===== config.mk =====
export PLATFORM = sky130hd
export DESIGN_NAME = rle_count_string_encoder_top_flat
export DESIGN_NICKNAME = d
export VERILOG_FILES = /design/src/rlecs_pkg.sv /design/src/rlecs_in_if.sv /design/src/rlecs_out_if.sv /design/src/rlecs_ctrl.sv /design/src/rlecs_datapath.sv /design/src/rle_count_string_encoder_top.sv /design/src/flat_wrapper.sv
export SDC_FILE = /design/constraint.sdc
export NUM_CORES = 1
export LEC_CHECK = 0
export BUFFER_PORTS_ARGS = -buffer_cell sky130_fd_sc_hd__buf_4
export CAP_MARGIN = 10
export CORE_MARGIN = 2
export CORE_UTILIZATION = 32
export CTS_CLUSTER_DIAMETER = 80
export CTS_CLUSTER_SIZE = 28
export DETAILED_ROUTE_END_ITERATION = 16
export GPL_TIMING_DRIVEN = 0
export PLACE_DENSITY = 0.59
export SETUP_SLACK_MARGIN = 0.2
export SYNTH_ARGS = -nofsm -noshare
export SYNTH_HDL_FRONTEND = slang
export SYNTH_SLANG_ARGS = --single-unit

===== constraint.sdc =====
create_clock -name clk -period 7.1 [get_ports clk]
set_input_delay 0.71 -clock clk [delete_from_list [all_inputs] [get_ports clk]]
set_output_delay 0.71 -clock clk [all_outputs]
set_load 0.1 [all_outputs]

===== src/rlecs_pkg.sv =====
`default_nettype none

package rlecs_pkg;

    // fixed field widths
    localparam int unsigned RUN_W      = 32;
    localparam int unsigned CHAR_W     = 7;
    localparam int unsigned POS_W      = 2;

    // group coding
    localparam int unsigned GROUP_W    = 5;
    localparam int unsigned GRP_CNT_W  = 3;
    localparam logic [GRP_CNT_W-1:0] GROUP_LAST = 3'd6;
    localparam logic [CHAR_W-1:0]    CHAR_OFFSET = 7'd48;

    // position within a mask, saturating
    localparam logic [POS_W-1:0] POS_FIRST = 2'd0;
    localparam logic [POS_W-1:0] POS_DELTA = 2'd3;

    typedef enum logic [0:0] {
        ST_IDLE,
        ST_RUN
    } state_t;

    typedef struct packed {
        logic take;
        logic load;
        logic step;
    } cmd_t;

    typedef struct packed {
        logic slot_free;
        logic last_group;
    } status_t;

endpackage

`default_nettype wire


===== src/rlecs_in_if.sv =====
`default_nettype none

interface rlecs_in_if;
    logic                           valid;
    logic                           ready;
    logic [rlecs_pkg::RUN_W-1:0]    run_count;
    logic                           first_of_mask;

    modport source (output valid, output run_count, output first_of_mask, input ready);
    modport sink   (input valid, input run_count, input first_of_mask, output ready);
endinterface

`default_nettype wire


===== src/rlecs_out_if.sv =====
`default_nettype none

interface rlecs_out_if;
    logic                           valid;
    logic                           ready;
    logic [rlecs_pkg::CHAR_W-1:0]   code_char;
    logic                           last_of_count;

    modport source (output valid, output code_char, output last_of_count, input ready);
    modport sink   (input valid, input code_char, input last_of_count, output ready);
endinterface

`default_nettype wire


===== src/rlecs_ctrl.sv =====
`default_nettype none

module rlecs_ctrl (
    input  wire logic              clk,
    input  wire logic              rst_n,
    input  wire logic              in_valid,
    input  wire rlecs_pkg::status_t status,
    output rlecs_pkg::cmd_t        cmd
);

    rlecs_pkg::state_t state_reg;
    rlecs_pkg::state_t state_next;

    // state register
    always_ff @(posedge clk or negedge rst_n)
    begin
        if (!rst_n)
        begin
            state_reg <= rlecs_pkg::ST_IDLE;
        end
        else
        begin
            state_reg <= state_next;
        end
    end

    // next state
    always_comb
    begin
        state_next = state_reg;
        case (state_reg)
            rlecs_pkg::ST_IDLE:
            begin
                if (in_valid)
                begin
                    state_next = rlecs_pkg::ST_RUN;
                end
            end
            rlecs_pkg::ST_RUN:
            begin
                if (status.slot_free && status.last_group)
                begin
                    state_next = rlecs_pkg::ST_IDLE;
                end
            end
            default:
            begin
                state_next = rlecs_pkg::ST_IDLE;
            end
        endcase
    end

    // commands to the datapath
    always_comb
    begin
        cmd = '0;
        case (state_reg)
            rlecs_pkg::ST_IDLE:
            begin
                cmd.take = 1'b1;
                cmd.load = in_valid;
            end
            rlecs_pkg::ST_RUN:
            begin
                cmd.step = status.slot_free;
            end
            default:
            begin
                cmd = '0;
            end
        endcase
    end

endmodule

`default_nettype wire


===== src/rlecs_datapath.sv =====
`default_nettype none

module rlecs_datapath #(
    parameter int unsigned COUNT_BITS = 32
) (
    input  wire logic                           clk,
    input  wire logic                           rst_n,
    input  wire rlecs_pkg::cmd_t                cmd,
    input  wire logic [rlecs_pkg::RUN_W-1:0]    run_count,
    input  wire logic                           first_of_mask,
    input  wire logic                           out_ready,
    output logic                                out_valid,
    output logic [rlecs_pkg::CHAR_W-1:0]        code_char,
    output logic                                last_of_count,
    output rlecs_pkg::status_t                  status
);

    localparam int unsigned CUR_W =
        (COUNT_BITS < rlecs_pkg::RUN_W) ? COUNT_BITS : rlecs_pkg::RUN_W;
    localparam int unsigned DW = CUR_W + 1;

    logic [CUR_W-1:0]                   prev_one_reg;
    logic [CUR_W-1:0]                   prev_two_reg;
    logic [rlecs_pkg::POS_W-1:0]        pos_reg;
    logic [DW-1:0]                      val_reg;
    logic [rlecs_pkg::GRP_CNT_W-1:0]    grp_reg;
    logic                               out_valid_reg;
    logic [rlecs_pkg::CHAR_W-1:0]       char_reg;
    logic                               last_reg;

    logic [CUR_W-1:0]                   cur;
    logic [rlecs_pkg::POS_W-1:0]        pos;
    logic [DW-1:0]                      val_next;
    logic [rlecs_pkg::POS_W-1:0]        pos_next;
    logic [rlecs_pkg::GROUP_W-1:0]      group;
    logic [DW-1:0]                      rest;
    logic                               more;
    logic [rlecs_pkg::CHAR_W-1:0]       char_next;

    // count and delta selection on load
    always_comb
    begin
        cur = run_count[CUR_W-1:0];
        pos = first_of_mask ? rlecs_pkg::POS_FIRST : pos_reg;
        if (pos == rlecs_pkg::POS_DELTA)
        begin
            val_next = {1'b0, cur} - {1'b0, prev_two_reg};
        end
        else
        begin
            val_next = {1'b0, cur};
        end
        if (pos == rlecs_pkg::POS_DELTA)
        begin
            pos_next = rlecs_pkg::POS_DELTA;
        end
        else
        begin
            pos_next = pos + 1'b1;
        end
    end

    // current group and continuation
    always_comb
    begin
        group = val_reg[rlecs_pkg::GROUP_W-1:0];
        rest  = DW'($signed(val_reg) >>> rlecs_pkg::GROUP_W);
        if (group[rlecs_pkg::GROUP_W-1])
        begin
            more = ~(&rest);
        end
        else
        begin
            more = |rest;
        end
        if (grp_reg == rlecs_pkg::GROUP_LAST)
        begin
            more = 1'b0;
        end
        char_next = {1'b0, more, group} + rlecs_pkg::CHAR_OFFSET;
    end

    // history and position
    always_ff @(posedge clk or negedge rst_n)
    begin
        if (!rst_n)
        begin
            prev_one_reg <= '0;
            prev_two_reg <= '0;
            pos_reg      <= rlecs_pkg::POS_FIRST;
        end
        else if (cmd.load)
        begin
            prev_two_reg <= prev_one_reg;
            prev_one_reg <= cur;
            pos_reg      <= pos_next;
        end
    end

    // group shifter
    always_ff @(posedge clk)
    begin
        if (cmd.load)
        begin
            val_reg <= val_next;
            grp_reg <= '0;
        end
        else if (cmd.step)
        begin
            val_reg <= rest;
            grp_reg <= grp_reg + 1'b1;
        end
    end

    // output register
    always_ff @(posedge clk or negedge rst_n)
    begin
        if (!rst_n)
        begin
            out_valid_reg <= 1'b0;
        end
        else if (cmd.step)
        begin
            out_valid_reg <= 1'b1;
        end
        else if (out_ready)
        begin
            out_valid_reg <= 1'b0;
        end
    end

    always_ff @(posedge clk)
    begin
        if (cmd.step)
        begin
            char_reg <= char_next;
            last_reg <= ~more;
        end
    end

    assign out_valid         = out_valid_reg;
    assign code_char         = char_reg;
    assign last_of_count     = last_reg;
    assign status.slot_free  = ~out_valid_reg | out_ready;
    assign status.last_group = ~more;

endmodule

`default_nettype wire


===== src/rle_count_string_encoder_top.sv =====
`default_nettype none

// Compressed RLE count-string encoder. Each transfer on counts carries one run-length
// count and a flag for the first count of a new mask; from the fourth count of a mask
// on, the count two places back is subtracted. The value leaves on chars as printable
// characters, one per cycle while chars is ready, 5 bits each, least significant first,
// with the last character of each count flagged. Each count yields 1 to 7 characters,
// carried by a single output register; a new count is not accepted while the previous
// one is still being emitted. The next count is taken as soon as the last character of
// the previous one sits in the output register. COUNT_BITS (8 to 63) limits how many
// low bits of run_count are used, at most RUN_W (32).
module rle_count_string_encoder_top #(
    parameter int unsigned COUNT_BITS = 32
) (
    input  wire logic       clk,
    input  wire logic       rst_n,
    rlecs_in_if.sink        counts,
    rlecs_out_if.source     chars
);

    rlecs_pkg::cmd_t    cmd;
    rlecs_pkg::status_t status;

    // sequencing
    rlecs_ctrl u_ctrl (
        .clk      (clk),
        .rst_n    (rst_n),
        .in_valid (counts.valid),
        .status   (status),
        .cmd      (cmd)
    );

    // history, delta and group emission
    rlecs_datapath #(
        .COUNT_BITS (COUNT_BITS)
    ) u_datapath (
        .clk           (clk),
        .rst_n         (rst_n),
        .cmd           (cmd),
        .run_count     (counts.run_count),
        .first_of_mask (counts.first_of_mask),
        .out_ready     (chars.ready),
        .out_valid     (chars.valid),
        .code_char     (chars.code_char),
        .last_of_count (chars.last_of_count),
        .status        (status)
    );

    assign counts.ready = cmd.take;

endmodule

`default_nettype wire


===== src/flat_wrapper.sv =====
// flat-port wrapper written by rule: the top's interface ports become plain ports
module rle_count_string_encoder_top_flat 
#(
    parameter int unsigned COUNT_BITS = 32
)
  (clk, rst_n, counts_valid, counts_run_count, counts_first_of_mask, counts_ready, chars_valid, chars_code_char, chars_last_of_count, chars_ready);
  rlecs_in_if counts_i ();
  rlecs_out_if chars_i ();
  input  wire logic clk;
  input  wire logic rst_n;
  input wire logic [$bits(counts_i.valid)-1:0] counts_valid;
  input wire logic [$bits(counts_i.run_count)-1:0] counts_run_count;
  input wire logic [$bits(counts_i.first_of_mask)-1:0] counts_first_of_mask;
  output wire logic [$bits(counts_i.ready)-1:0] counts_ready;
  output wire logic [$bits(chars_i.valid)-1:0] chars_valid;
  output wire logic [$bits(chars_i.code_char)-1:0] chars_code_char;
  output wire logic [$bits(chars_i.last_of_count)-1:0] chars_last_of_count;
  input wire logic [$bits(chars_i.ready)-1:0] chars_ready;
  assign counts_i.valid = counts_valid;
  assign counts_i.run_count = counts_run_count;
  assign counts_i.first_of_mask = counts_first_of_mask;
  assign counts_ready = counts_i.ready;
  assign chars_valid = chars_i.valid;
  assign chars_code_char = chars_i.code_char;
  assign chars_last_of_count = chars_i.last_of_count;
  assign chars_i.ready = chars_ready;
  rle_count_string_encoder_top #(.COUNT_BITS(COUNT_BITS)) u_core (.clk(clk), .rst_n(rst_n), .counts(counts_i), .chars(chars_i));
endmodule

[After elaboration in Yosys (flattened, before gate mapping)]
Cells that the tools add are included.
Storage, ports and cells
  flip-flop bits (word level): 112
  input bits: 37
  output and inout port bits: 10
Operators by class
  add/sub/neg operators: 4
  eq/ne operators: 2
  muxes and demuxes: 14
  bitwise operators: 5
  reduce and logical (&&, ||, !) cells: 5
Operators with widths (count)
  $mux W33: 2
  $sub A32 B32 Y33: 1
  $mux W32: 1
  $reduce_and A28 Y1: 1
  $reduce_or A28 Y1: 1
  $add A6 B6 Y7 const B: 1
  $mux W1: 7
  $mux W2: 3
  $not A1 Y1: 4
  $reduce_bool A2 Y1: 2
  $add A3 B1 Y3 const B: 1
  $eq A3 B3 Y1 const B: 1
  $add A2 B1 Y2 const B: 1
  $eq A2 B2 Y1 const B: 1
  $pmux W1 S2: 1
  $logic_and A1 B1 Y1: 1
  $or A1 B1 Y1: 1

[Longest topological paths before layout]
Gate-level depths: netlist (run 1).
  depth after elaboration: 8
  mapped depth: 12

[Cells and area by module]
From an unflattened synthesis (run 1), not the netlist that was laid out.
Unflattened totals
  cell total of the unflattened synthesis: 688
  area total of the unflattened synthesis: 6550.0 um2
Modules (own cells, without submodules)
  rlecs_datapath: instances 1, cells each 682, area an instance 6495.0 um2, seq. area each 2967.8 um2
  rlecs_ctrl: instances 1, cells each 6, area an instance 55.1 um2, seq. area each 25.0 um2

[Worst setup path before layout (run 1)]
OpenSTA, ideal clock, no wires.
  kind: input to register
  start: input counts_run_count[0]
  end: register u_core.u_datapath.val_reg[30], data pin
  library setup time: 272 ps
  arrival: 2736 ps
  data required time: 6828 ps
  setup slack: 4092 ps
  stages on the path: 12
  buffers on the path: 0
  path through: inv_1 -> ha_1 -> fa_1 -> and2b_1 -> o2111ai_2 -> a21oi_2 -> o21ai_2 -> a31oi_1 -> a2111o_1 -> a211oi_2 -> xor2_1 -> a21oi_1
Between the ends
  cells in the longest elaborated chain, start to end: 3
Ends and longest elaborated chain
  from (decl): line flat_wrapper.sv:12  | input wire logic [$bits(counts_i.run_count)-1:0] counts_run_count;
  $sub A32 B32 Y33: line rlecs_datapath.sv:47  | val_next = {1'b0, cur} - {1'b0, prev_two_reg};
  $mux W33: line rlecs_datapath.sv:45  | if (pos == rlecs_pkg::POS_DELTA)
  $mux W33: line rlecs_datapath.sv:103  | if (cmd.load)
  to (signal assigned): line rlecs_datapath.sv:105  | val_reg <= val_next;
  to (signal assigned): line rlecs_datapath.sv:110  | val_reg <= rest;
  to (decl): line rlecs_datapath.sv:25  | logic [DW-1:0] val_reg;
Every way passes these cells. The select of a mux whose other input is x is not followed.
A chain may end at the register's enable or synchronous reset.

[Worst setup path in the final report (run 1)]
Same ends and word-level chain as after synthesis.

==> impl_results.md, run 1 <==
- Crit Path Max Fanout: 3
- Port bufs: 46
- CP required: 7.18 ns
- Total gr overflow: 0
- TNS Setup: 0 ns
- Commonest non-fill, non-tap cell in the layout: nand2_1
- Worst hold-check path type: reg -> reg
- Final worst setup slack: 3.87 ns
- Cts bufs inserted: 9
- Post-route ant nets: 0
- Yosys top cell by area: dfrtp_1
- Vias: between 5000 and 6000
- Critical-path top delay cell: a2111o_1
- Die W: 144 um
- Initial core utilization: about a third
- Worst path max stage delay: 0.52 ns
- Synth Instances: 707
- Layout cell share with drive strength beyond 1: 10.9%
- Post-Layout Cell Count: 1035
- Post-CTS sizing: 0
- Synth Net Count: a little under 800
- Post-synth EDFFs: 41
- Tot Pwr: around 0.0033 W
- Sw frac: 43.3%
- Multi-input logic area: 3010 um2
- FILL cells: approximately 2100
- CP arrival: 3.32 ns
- Final period util: 45.5%
- Static Leakage: 3.21 nW
- Relative slew margins: 40.9%
- Gate power share: 48.7%
- CTS H-tree lvls: 3
- Min Tclk post-route: 3.23 ns
- GRT Total Usage: 16.0%
- Post-CTS Hold Fix Bufs: 0
- First DRT Iteration DRCs: 384
- Post-Place Cells: around 1000
- Synth warn: 0
- Io pins: 47
- Family with the most delay on the worst path: compound AO/OA/AOI/OAI gates
- Routed WL per cell: 15.2 um
- Largest net degree at the start of global routing: 69
- Max FFs per register: 33
- Die area: 20900 um2
- Clock Tree Root: clkbuf_16
- Final Setup Violations: 0
- Startpoint Class: input port
- Clk sinks: about 110
- Pins Over Slew Limit: 0
- Placed Area: 7010 um2
- Worst skew pair latency: around 0.35 ns
- Vias in the first global route: 4968
- RSZ-0062 raised after global routing: no
- Core footprint: 19400 um2
- Vias per cell: roughly 5
- Fin nets: 838
- Max-Cap Viols: 0
- Async S/R FF share, synth: 60.7%
- DRC Markers: 0
- Buf/Inv on CP: 2
- Top cell type's share of synthesized area: 27.0%
- Worst slew pin tran: 0.887 ns
- Sequential cell area: 2990 um2
- Setup Skew: 0.00375 ns
- Post-detail-place hpwl: 11600 um
- Critical-path cell list: buf_4, inv_1, ha_1, fa_1, and2b_1, o2111ai_2, a21oi_2, o21ai_2, a31oi_1, a2111o_1, a211oi_2, xor2_1, a21oi_1
- Die height: between 100 and 150 um
- Initial antenna violation count: 0
- Synth area leaders: dfrtp_1 (27%), edfxtp_1 (20%), nand2_1 (10%)
- Final instance area: 7300 um2
- Pre-CTS WS: 3.51 ns
- Ys flop type: dfrtp_1
- Post-synthesis cell area: 6310 um2
- Most frequent cells in the layout: nand2_1 (176), dfrtp_1 (68), a21oi_1 (63), o21ai_0 (63), buf_4 (46)
- Max rail drop VDD: roughly 0.00017 V
- Clk buf depth: 2
- Seq/Total Area, Yosys: 47.4%
- Status: finished clean
- Post-synthesis cell type count: 57
- Yosys reg bits: 112
- TritonCTS clock tree: yes
- Rows: 51
- Pwr dens: 448 nW/um2
- Crit Path Class: in -> reg
- Net Sw Power: 0.00142 W
- Clk network pwr share: 15.2%
- Register share of total power: 36.1%
- Area Growth Syn to Fin: 15.6%
- Final WL: 15700 um
- Hold Fails Final Rpt: 0
- First-pass GRT wire length: 25900 um
- Gpl congestion: 0.885
- Highest clock rate: 309 MHz
- Reg clk slew, reported paths: 0.08 ns
- Nature of the critical path endpoint: flip-flop
- DRT Pass-1 Iters: 5
- Mean Syn Cell Area: around 8.9 um2
- Setup bufs post-CTS: 0
- Int Pwr: 0.00185 W
- Antenna fix cells: 0
-- synth_stat cells, drive strengths merged (2+ instances only) --
library cell / instances
nand2: 176
dfrtp: 68
a21oi: 66
o21ai: 65
edfxtp: 41
inv: 40
nor2: 38
ha: 35
a21o: 19
clkbuf: 17
xor2: 16
nand4: 13
xnor2: 13
buf: 12
nand3: 9
nor4: 8
a31oi: 6
nor2b: 6
nor3: 6
o22ai: 6
o211ai: 5
and3: 4
a211oi: 3
dfxtp: 3
nand2b: 3
a21boi: 2
a221oi: 2
a31o: 2
and2: 2
and2b: 2
and3b: 2
and4: 2
nand3b: 2
o221ai: 2
-- final cells by class --
type | count | area share, %
Buffer | 30 | 2.18
Clock buffer | 9 | 3.09
Clock inverter | 7 | 0.772
Inverter | 40 | 2.06
Multi-Input combinational cell | 525 | 41.2
Sequential cell | 112 | 41.0
Tap cell | 265 | 4.54
Timing Repair Buffer | 47 | 5.11
-- through the flow --
stage	util (%)	hold WS, ns
2_1_floorplan	-	0.400
3_3_place_gp	36.0	0.405
3_5_place_dp	36.2	0.405
4_1_cts	37.6	0.424
5_1_grt	37.6	0.427
6_report	37.6	0.423
-- path summary, 6_finish.rpt --
path / start / endpoint / slack, ns / cells after the start
worst max-delay path: counts_run_count[0] / u_core.u_datapath.val_reg[30] / 3.87 / 13
worst min-delay path: u_core.u_datapath.val_reg[0] / u_core.u_datapath.code_char[0] / 0.42 / 0
worst max register to register: u_core.u_datapath.prev_two_reg[0] / u_core.u_datapath.val_reg[28] / 4.00 / 11
worst min register to register: u_core.u_datapath.val_reg[0] / u_core.u_datapath.code_char[0] / 0.42 / 0
max in group asynchronous: rst_n / u_core.u_datapath.prev_two_reg[30] / 6.04 / 1
min in group asynchronous: rst_n / u_core.u_datapath.prev_one_reg[9] / 0.47 / 1
-- logic make-up after synthesis --
| logic type | count (synthesis) | share of synthesized area, % |
|---|---|---|
| adders and majority gates | 36 | 7.26 |
| AOI/OAI and AO/OA | 186 | 17.7 |
| and+or+nand+nor | 274 | 18.7 |
| buffers and inverters | 70 | 4.90 |
| DFF | 112 | 47.4 |
| xor gates and xnor gates | 29 | 4.03 |
-- routing by layer --
layer  routed length [um]  part of all wire [%]  global-route usage, %  vias up
li1                     -                     -                      -     2563
met1                 7880                    50                   23.3     2434
met2                 6930                    44                   24.7      109
met3                  621                   4.0                   2.19       19
met4                  251                   1.6                   4.96        0
met5                    0                     0                      0        -
-- power by group through the flow --
| stage | registers (W) | clock network, W | logic (W) |
|---|---|---|---|
| 5_1_grt | 0.00121 | 0.000536 | 0.00180 |
| 4_1_cts | 0.00118 | 0.000509 | 0.00160 |
| 3_3_place_gp | 0.00118 | 0 | 0.00156 |
| 3_5_place_dp | 0.00119 | 0 | 0.00159 |
| 6_report | 0.00118 | 0.000496 | 0.00159 |
| 2_1_floorplan | 0.00130 | 0 | 0.00108 |
-- worst reg2reg max path, stage by stage, from the launching register on --
cell       delay, ns
dfrtp_1         0.39
ha_1            0.22
fa_1            0.39
and2b_1         0.26
o2111ai_2       0.15
a21oi_2         0.23
o21ai_2         0.12
a21oi_1         0.25
a31oi_1         0.21
o21ai_0         0.36
xnor2_1         0.17
a21oi_1         0.08
Power figures use the tool's default switching activity.
==> run 2, diff against run 1 <==
--- a/config.mk
+++ b/config.mk
@@ -5,6 +5,7 @@
 export SDC_FILE = /design/constraint.sdc
 export NUM_CORES = 1
 export LEC_CHECK = 0
+export ABC_AREA = 1
 export BUFFER_PORTS_ARGS = -buffer_cell sky130_fd_sc_hd__buf_4
 export CAP_MARGIN = 10
 export CORE_MARGIN = 2
@@ -13,7 +14,7 @@
 export CTS_CLUSTER_SIZE = 28
 export DETAILED_ROUTE_END_ITERATION = 16
 export GPL_TIMING_DRIVEN = 0
-export PLACE_DENSITY = 0.59
+export PLACE_DENSITY = 0.6
 export SETUP_SLACK_MARGIN = 0.2
 export SYNTH_ARGS = -nofsm -noshare
 export SYNTH_HDL_FRONTEND = slang
==> constraint.sdc (replaced) <==
create_clock -name clk -period 2.6 [get_ports clk]
set_input_delay 0.26 -clock clk [delete_from_list [all_inputs] [get_ports clk]]
set_output_delay 0.26 -clock clk [all_outputs]
set_load 0.1 [all_outputs]
==> run 2 against run 1 <==
Flip-flop and latch count stayed put. Core utilization is 0.57 points lower. Die area is 15% higher. Register-to-register slack worse by 3.7 ns. Via count is 28% higher. Sequential share of layout area is 5.1 points lower. Final cell count is 35% higher. Clock skew is 0.0055 ns higher. Largest power group unchanged. Hold slack worse by 0.41 ns. Critical path depth is 1 lower. Wire length is 31% higher.
==> impl_results.md, run 2 <==
- Status: finished clean
- Synth Net Count: 1119
- Antenna fix cells: 0
- Gpl congestion: 0.914
- Largest family of logic cells by synthesized area: simple AND/OR/NAND/NOR gates
- Synth Instances: between 1000 and 1500
- Most frequent cells in the layout: nand2_1 (377), inv_1 (180), dfrtp_1 (68), nor2_1 (66), o21ai_0 (66)
- Critical-path top delay cell: fa_1
- Io pins: 47
- Max rail drop VDD: 0.000433 V
- Gate power share: 52.3%
- Final period util: 87.1%
- Routed wl met2: 9130 um
- Adder-cell share of the synthesized area: 6.26%
- Hold Fails Final Rpt: 0
- Yosys reg bits: 112
- Die height: about 160 um
- Most used cell, CP: nand2_1
- Final Setup Violations: 0
- Clk sinks: 112
- Synth area leaders: dfrtp_1 (23%), nand2_1 (19%), edfxtp_1 (17%)
- Final WL: ~21000 um
- Simple-gate area share of the yosys netlist: between 30% and 40%
- Die area: 24100 um2
- GRT Total Usage: 17.8%
- Vias per cell: approximately 4.7
- First-pass GRT wire length: ~34000 um
- Vias in the first global route: 6324
- Relative slew margins: 40.5%
- Met3 Wirelength: 1240 um
- Worst slew pin tran: 0.893 ns
- Routed WL per cell: 14.8 um
- Reg clk slew, reported paths: 0.08 ns
- Layout cell share with drive strength beyond 1: 10.4%
- Pre-CTS WS: around 0.31 ns
- Yosys top cell by area: dfrtp_1
- Post-synth top cells: nand2_1 (378), inv_1 (180), dfrtp_1 (68), nor2_1 (66), o21ai_0 (66)
- Port bufs: 46
- Nature of the critical path endpoint: flip-flop
- FILL cells: 2406
- Register share of total power: 32.5%
- Max FFs per register: 33
- CTS H-tree lvls: 3
- Area Growth Syn to Fin: 14.0%
- Pins Over Slew Limit: 0
- Cts bufs inserted: 9
- Post-detail-place hpwl: 16300 um
- Min Tclk post-route: 2.26 ns
- Clk buf depth: 2
- DRC Markers: 0
- Crit Path Max Fanout: 3
- Post-synthesis cell type count: 37
- Initial core utilization: 32.5%
- First DRT Iteration DRCs: 437
- Rows: 55
- Compound-Gate Fraction of Synth Area: 10.0%
- Total gr overflow: 0
- Initial antenna violation count: 0
- Ys flop type: dfrtp_1
- Highest clock rate: 442 MHz
- CP required: 2.73 ns
- DRT Pass-1 Iters: 5
- Seq/Total Area, Yosys: 40.9%
- Worst hold-check path type: in -> async
- CP arrival: 2.39 ns
- TNS Setup: 0 ns
- Crit Path Class: reg -> reg
- Setup Skew: 0.00924 ns
- Critical-path cell list: ha_1, fa_1, inv_1, nand3_1, nand3_2, nand2_1, nand2_1, nand2_1, nand4_1, nand3_1, nand2_1, nand2_1
- Startpoint Class: flip-flop
- Post-route ant nets: 0
- Final worst setup slack: 0.336 ns
- Mean Syn Cell Area: 6.99 um2
- Top cell type's share of synthesized area: approximately a quarter
- Post-synth EDFFs: 41
- Met1 WL: 9880 um
- Sw frac: 47.4%
- Static Leakage: about 4.4 nW
- RSZ-0062 raised after global routing: no
- Post-synthesis cell area: 7310 um2
- Max layer used: met4
- Commonest non-fill, non-tap cell in the layout: nand2_1
- Int Pwr: 0.00518 W
- Die W: 155 um
- Clk network pwr share: 15.1%
- TritonCTS clock tree: yes
- Setup bufs post-CTS: 0
- Worst path max stage delay: approximately 0.42 ns
- Pwr dens: 1180 nW/um2
- Async S/R FF share, synth: 60.7%
- Synth Area in XOR/XNOR: 1.56%
- Largest net degree at the start of global routing: 69
- Fin nets: 1176
- Net Sw Power: 0.00467 W
- Clock Tree Root: clkbuf_16
- Max-Cap Viols: 0
- Mux cell area share after synthesis: 0%
- Core footprint: 22500 um2
- Most common cell in the netlist: nand2_1
- Synth warn: 0
- Worst skew pair latency: ~0.37 ns
- Vias: 6579
## run 2: worst paths after layout
kind	start	endpoint	cells after the start	slack [ns]
worst min register to register	u_core.u_datapath.val_reg[0]	u_core.u_datapath.code_char[0]	0	0.43
max in group asynchronous	rst_n	u_core.u_datapath.prev_one_reg[31]	1	2.00
worst min-delay path	rst_n	u_core.u_datapath.prev_two_reg[9]	1	0.01
min in group clk	counts_first_of_mask	u_core.u_datapath.pos_reg[1]	2	0.10
worst max register to register	u_core.u_datapath.prev_two_reg[0]	u_core.u_datapath.val_reg[24]	12	0.34
worst max-delay path	u_core.u_datapath.prev_two_reg[0]	u_core.u_datapath.val_reg[24]	12	0.34
## run 2: metal layers
layer	vias up	track usage [%]
li1	3358	-
met1	3026	24.6
met2	177	28.8
met3	18	3.23
met4	0	4.67
met5	-	0
## run 2: worst max-delay path, delay by kind of cell, from the launching register on
family	cells	cell delay, ns
and+or+nand+nor	9	0.86
adders and majority gates	2	0.64
DFF	1	0.40
buffers and inverters	1	0.13
## run 2: cell families (layout without fill, tap and decap cells)
kind of cell / Yosys count / after routing
fa+ha+maj: 36 / 36
flops: 112 / 112
buf+inv: 214 / 276
simple gates: 530 / 530
compound gates: 141 / 141
xor+xnor: 13 / 13
## run 2: cell type report
cell class                 count  area (um2)  share of cell area (%)
clock buffer                   9         225                    2.70
timing repair buffer          46         345                    4.14
buffer                        27         118                    1.41
sequential                   112        2990                    35.9
clock inverter                 7        86.3                    1.04
multi-input combinational    720        3510                    42.1
inverter                     187         702                    8.42
tap                          285         357                    4.28
## run 2: power by group through the flow
stage | clock network, W | logic [W] | registers, W
2_1_floorplan | 0 | 0.00346 | 0.00353
3_3_place_gp | 0 | 0.00505 | 0.00321
3_5_place_dp | 0 | 0.00511 | 0.00323
4_1_cts | 0.00152 | 0.00513 | 0.00320
5_1_grt | 0.00159 | 0.00584 | 0.00330
6_report | 0.00149 | 0.00516 | 0.00321
## run 2: repair_timing
action | CTS | global route
resized for setup | 0 | 1
hold buffers | 0 | 0
setup endpoints to repair | 0 | 4
## run 2: per-stage QoR
step / hold WS, ns / instance area, um2 / total power, W / util, % / instances
after global placement: 0.404 / 8020 / 0.00826 / 35.6 / 1377
after CTS: 0.0625 / 8330 / 0.00985 / 37.0 / 1393
after floorplan: -0.0356 / 7320 / 0.00699 / - / 1046
after detailed placement: 0.408 / 8020 / 0.00834 / 35.6 / 1377
final: 0.0141 / 8330 / 0.00985 / 37.0 / 1393
after global routing: 0.0981 / 8330 / 0.0107 / 37.0 / 1393
